File: src/rtl/cfa_pkg.sv
// Shared types, codes and defaults for the contiguous fit allocator.
// Used by cfa_cell and contiguous_fit_allocator_top; no dependencies.
package cfa_pkg;

  localparam int SIZE_W           = 17;
  localparam int DEF_MAX_SEGMENTS = 64;
  localparam int DEF_ADDR_BITS    = 16;
  localparam logic [SIZE_W-1:0] RESET_MEM_SIZE = 17'd65536;

  localparam logic [1:0] MODE_FIRST = 2'd0;
  localparam logic [1:0] MODE_BEST  = 2'd1;
  localparam logic [1:0] MODE_WORST = 2'd2;

  localparam logic [1:0] ST_GRANT   = 2'd0;
  localparam logic [1:0] ST_INVALID = 2'd1;
  localparam logic [1:0] ST_NOFIT   = 2'd2;
  localparam logic [1:0] ST_FULL    = 2'd3;

  localparam logic REG_FIT_MODE = 1'b0;
  localparam logic REG_MEM_SIZE = 1'b1;

  // fixed-width part of a segment entry (start travels separately)
  typedef struct packed {
    logic              used;
    logic              free;
    logic [SIZE_W-1:0] size;
  } seg_t;

  // fixed-width part of the search token
  typedef struct packed {
    logic              active;
    logic              found;
    logic [SIZE_W-1:0] size;
  } tok_t;

  // broadcast command to all cells
  typedef struct packed {
    logic              init;
    logic              take;
    logic              split;
    logic [1:0]        mode;
    logic [SIZE_W-1:0] req;
    logic [SIZE_W-1:0] init_size;
    logic [SIZE_W-1:0] new_size;
  } cmd_t;

endpackage

File: src/rtl/cfa_cell.sv
// One table entry of the allocator plus one stage of the search token line.
// Depends on cfa_pkg.
module cfa_cell
  import cfa_pkg::*;
#(
  parameter int IDX       = 0,
  parameter int IW        = 6,
  parameter int ADDR_BITS = DEF_ADDR_BITS,
  parameter logic [SIZE_W-1:0] RST_SIZE = RESET_MEM_SIZE
) (
  input  logic                 clk,
  input  logic                 rst,
  input  cmd_t                 cmd,
  input  logic [IW-1:0]        pick,
  input  logic [ADDR_BITS-1:0] new_start,
  input  seg_t                 left_seg,
  input  logic [ADDR_BITS-1:0] left_start,
  output seg_t                 seg,
  output logic [ADDR_BITS-1:0] start,
  input  tok_t                 tok_in,
  input  logic [IW-1:0]        tok_in_pick,
  input  logic [ADDR_BITS-1:0] tok_in_start,
  output tok_t                 tok_out,
  output logic [IW-1:0]        tok_out_pick,
  output logic [ADDR_BITS-1:0] tok_out_start
);

  localparam logic [IW-1:0] MY_IDX = IW'(IDX);

  logic hit, better;

  always_ff @(posedge clk) begin
    if (rst) begin
      seg.used <= (IDX == 0);
      seg.free <= (IDX == 0);
      seg.size <= (IDX == 0) ? RST_SIZE : '0;
      start    <= '0;
    end else if (cmd.init) begin
      seg.used <= (IDX == 0);
      seg.free <= (IDX == 0);
      seg.size <= (IDX == 0) ? cmd.init_size : '0;
      start    <= '0;
    end else if (cmd.take && pick == MY_IDX) begin
      seg.free <= 1'b0;
    end else if (cmd.split) begin
      if (pick == MY_IDX) begin
        seg.size <= cmd.req;
        seg.free <= 1'b0;
      end else if (int'(pick) + 1 == IDX) begin
        seg.used <= 1'b1;
        seg.free <= 1'b1;
        seg.size <= cmd.new_size;
        start    <= new_start;
      end else if (int'(pick) + 1 < IDX) begin
        // open a slot: entries past the split move up one place
        seg   <= left_seg;
        start <= left_start;
      end
    end
  end

  assign hit = tok_in.active && seg.used && seg.free && (seg.size >= cmd.req);
  assign better = !tok_in.found
               || (cmd.mode == MODE_BEST  && seg.size < tok_in.size)
               || (cmd.mode == MODE_WORST && seg.size > tok_in.size);

  always_ff @(posedge clk) begin
    if (rst) begin
      tok_out.active <= 1'b0;
    end else begin
      tok_out.active <= tok_in.active;
    end
  end

  always_ff @(posedge clk) begin
    if (hit && better) begin
      tok_out.found <= 1'b1;
      tok_out.size  <= seg.size;
      tok_out_pick  <= MY_IDX;
      tok_out_start <= start;
    end else begin
      tok_out.found <= tok_in.found;
      tok_out.size  <= tok_in.size;
      tok_out_pick  <= tok_in_pick;
      tok_out_start <= tok_in_start;
    end
  end

endmodule

File: config.mk
export PLATFORM = sky130hd
export DESIGN_NAME = cfa_cell
export DESIGN_NICKNAME = d
export VERILOG_FILES = /design/src/rtl/cfa_pkg.sv /design/src/rtl/cfa_cell.sv
export SDC_FILE = /design/constraint.sdc
export NUM_CORES = 1
export LEC_CHECK = 0
export BUFFER_PORTS_ARGS = -buffer_cell sky130_fd_sc_hd__buf_2
export CAP_MARGIN = 20
export CORE_MARGIN = 2
export CORE_UTILIZATION = 45
export DETAILED_ROUTE_END_ITERATION = 6
export PLACE_DENSITY = 0.95
export SYNTH_ARGS = -nofsm -noshare
export SYNTH_HDL_FRONTEND = slang
export SYNTH_SLANG_ARGS = --single-unit
File: constraint.sdc
create_clock -name clk -period 6.8 [get_ports clk]
set_clock_uncertainty 0.2 [all_clocks]
set_input_delay 0.68 -clock clk [delete_from_list [all_inputs] [get_ports clk]]
set_output_delay 0.68 -clock clk [all_outputs]
set_load 0.01 [all_outputs]
==> flow_summary.json <==
{
  "grtUsageTotal_pct": 21.6,
  "syn-num-nets": 555,
  "cts.clk_slew.worst_paths_ps": 90,
  "final-hold-violation-count": 0,
  "dp_worst_setup_slack_ps": 2970,
  "hpwl_um": 6920,
  "worstSetupStartpointType": "input port",
  "chipHeight_um": 91.0,
  "hold_class": "register to register",
  "syn_inst": 365,
  "synth_cell_type_count": 33,
  "yosys_most_used_dff": "dfxtp_1",
  "synth_area_leader_cell": "dfxtp_1",
  "start_util_pct": 46.7,
  "drcViolationCount": 0,
  "syn_to_final_growth_pct": 32.3,
  "die_x_um": 91.0,
  "worst_pin_slew_ps": 878,
  "setup_viol_count_final": 0,
  "cts-root-buf": "clkbuf_8",
  "portBuffers": 162,
  "synth_common_cells": "dfxtp_1, nor2_1, a21oi_1",
  "totalWireLength_um": 9010,
  "fin_tns_setup_ps": 0,
  "cts_tree": "yes",
  "grt_pass1_wl_um": 14600,
  "path_max_fanout": 38,
  "grt_overflow_total": 0,
  "synth_most_common_cell": "dfxtp_1",
  "clockBufferDepth": 2,
  "ys_seq_elements": 75,
  "layout-drive-gt1-share_pct": 39.8,
  "yosys-top-cells-area": "dfxtp_1, ha_1, mux2_2, a21oi_1, nor2_1",
  "period_needed_ps": 3470,
  "drtIter0Drc": 53,
  "core_um2": 7290,
  "grt_max_degree": 39,
  "finalMaxSlewViolations": 0,
  "ant_nets": 0,
  "setup_ws_ps": 3330,
  "wire_per_inst_um": 14.3,
  "ctsHoldBuffers": 0,
  "antenna_cells": 0,
  "clock-sinks": 75,
  "rsz0062_at_grt": "no",
  "status": "finished clean",
  "dieArea_um2": 8290,
  "drt_first_pass_iters": 4,
  "worstSetupPathType": "input port to register",
  "nets": 715,
  "power_density_nw_per_um2": 231,
  "slew_headroom_pct": 41.3,
  "synth_top_area_share_pct": 44.1,
  "ys_seq_area_share_pct": 44.1,
  "postCtsSetupBuffers": 0,
  "cts-resized-gates": 0,
  "pin_count": 232,
  "yosysWarningCount": 0,
  "syn_area_um2": 3410,
  "gp_congestion": 0.848,
  "synthArstFlopShare_pct": 0,
  "vias_per_cell": 4.96,
  "synth_edf_count": 0,
  "grt_pass1_vias": 3221,
  "fp-row-count": 31,
  "fmax_mhz": 288,
  "leakage_uw": 0.00237,
  "crit_required_ps": 6830,
  "maxCapViolCount": 0,
  "cts_buffers": 9,
  "antenna_found_initial": 0,
  "period_share_pct": 51.1,
  "via_count": 3121,
  "syn_area_per_cell_um2": 9.34,
  "worstSetupEndpointType": "register",
  "arrival_ps": 3510,
  "irDropWorstVdd_mv": 0.142,
  "clock_tree.htree_level_count": 3,
  "clk_latency_ps": 350
}
-- critical path, cell delays in order --
cell and delay, ps:
buf_2 90, inv_1 40, ha_1 300, a211oi_2 180, nor2_1 80, a2111oi_0 540, o31ai_1 170, and3_1 250
nor4_4 300, buf_4 470, mux2_2 400
-- registers in the layout (all words and copies together), names as in the netlist --
register and cells:
seg 18, start 16, tok_out 19, tok_out_pick 6
tok_out_start 16
-- final cells by class --
class,instances,area [µm²]
well taps,99,124
flip-flops and latches,75,1500
clock buffers,10,138
fillers,621,2780
repair buffers,164,826
inverters,35,131
multi-input cells,240,1690
clock inverters,6,96.3
-- cell families after synthesis --
group / share of synthesized area, %
and+or+nand+nor: 16.2
buffers and inverters: 6.28
muxes: 11.5
other: 0.110
adders and majority gates: 12.5
DFF: 44.1
AOI/OAI and AO/OA: 9.43
-- cells in the final DEF, fill, tap and decap left out, types with 2 or more instances in the layout --
cell	instances
nor2_1	54
nor2b_1	8
ha_1	34
mux2_2	29
nand4_1	8
o21ai_0	8
mux2i_1	2
nor3_1	3
nor4_1	3
a2111oi_0	2
buf_2	162
mux2_1	4
inv_1	35
buf_4	2
dfxtp_1	75
a21oi_1	41
and2_1	16
o21bai_1	2
nand3_1	5
bufinv_16	2
clkbuf_8	10
nand2_1	10
-- metal layers --
metal	track usage [%]	vias to the layer above	wire [µm]
met5	0	-	0
met4	7.32	0	168
met3	3.65	19	457
met2	39.9	122	4530
met1	25.2	1430	3850
li1	-	1550	-
-- metrics by stage --
| step | util (%) | total power [µW] | hold WS, ps | instance area, µm² | instances |
|---|---|---|---|---|---|
| floorplan | - | 580 | 297 | 3410 | 365 |
| global placement | 58.6 | 642 | 259 | 4280 | 613 |
| detailed placement | 58.6 | 650 | 264 | 4280 | 613 |
| CTS | 61.8 | 1050 | 286 | 4510 | 629 |
| global route | 61.8 | 1090 | 302 | 4510 | 629 |
| finish | 61.8 | 1040 | 286 | 4510 | 629 |
-- final timing paths --
| check | start | cells past startpoint | slack [ps] | end |
|---|---|---|---|---|
| hold reg to reg | start[12]$_SDFFE_PP0P_ | 1 | 290 | start[12]$_SDFFE_PP0P_ |
| setup / recovery | tok_in[6] | 11 | 3330 | tok_out[5]$_DFF_P_ |
| hold / removal | start[12]$_SDFFE_PP0P_ | 1 | 290 | start[12]$_SDFFE_PP0P_ |
| setup reg to reg | seg[6]$_SDFFE_PP0P_ | 9 | 3370 | tok_out[5]$_DFF_P_ |
-- power by group --
part	leakage, µW	total [µW]	switching (µW)	internal (µW)
combinational	0.00164	162	83.6	78.2
clock	0.000115	402	180	221
sequential	0.000623	478	12.9	465
(Power assumes the default switching activity.)
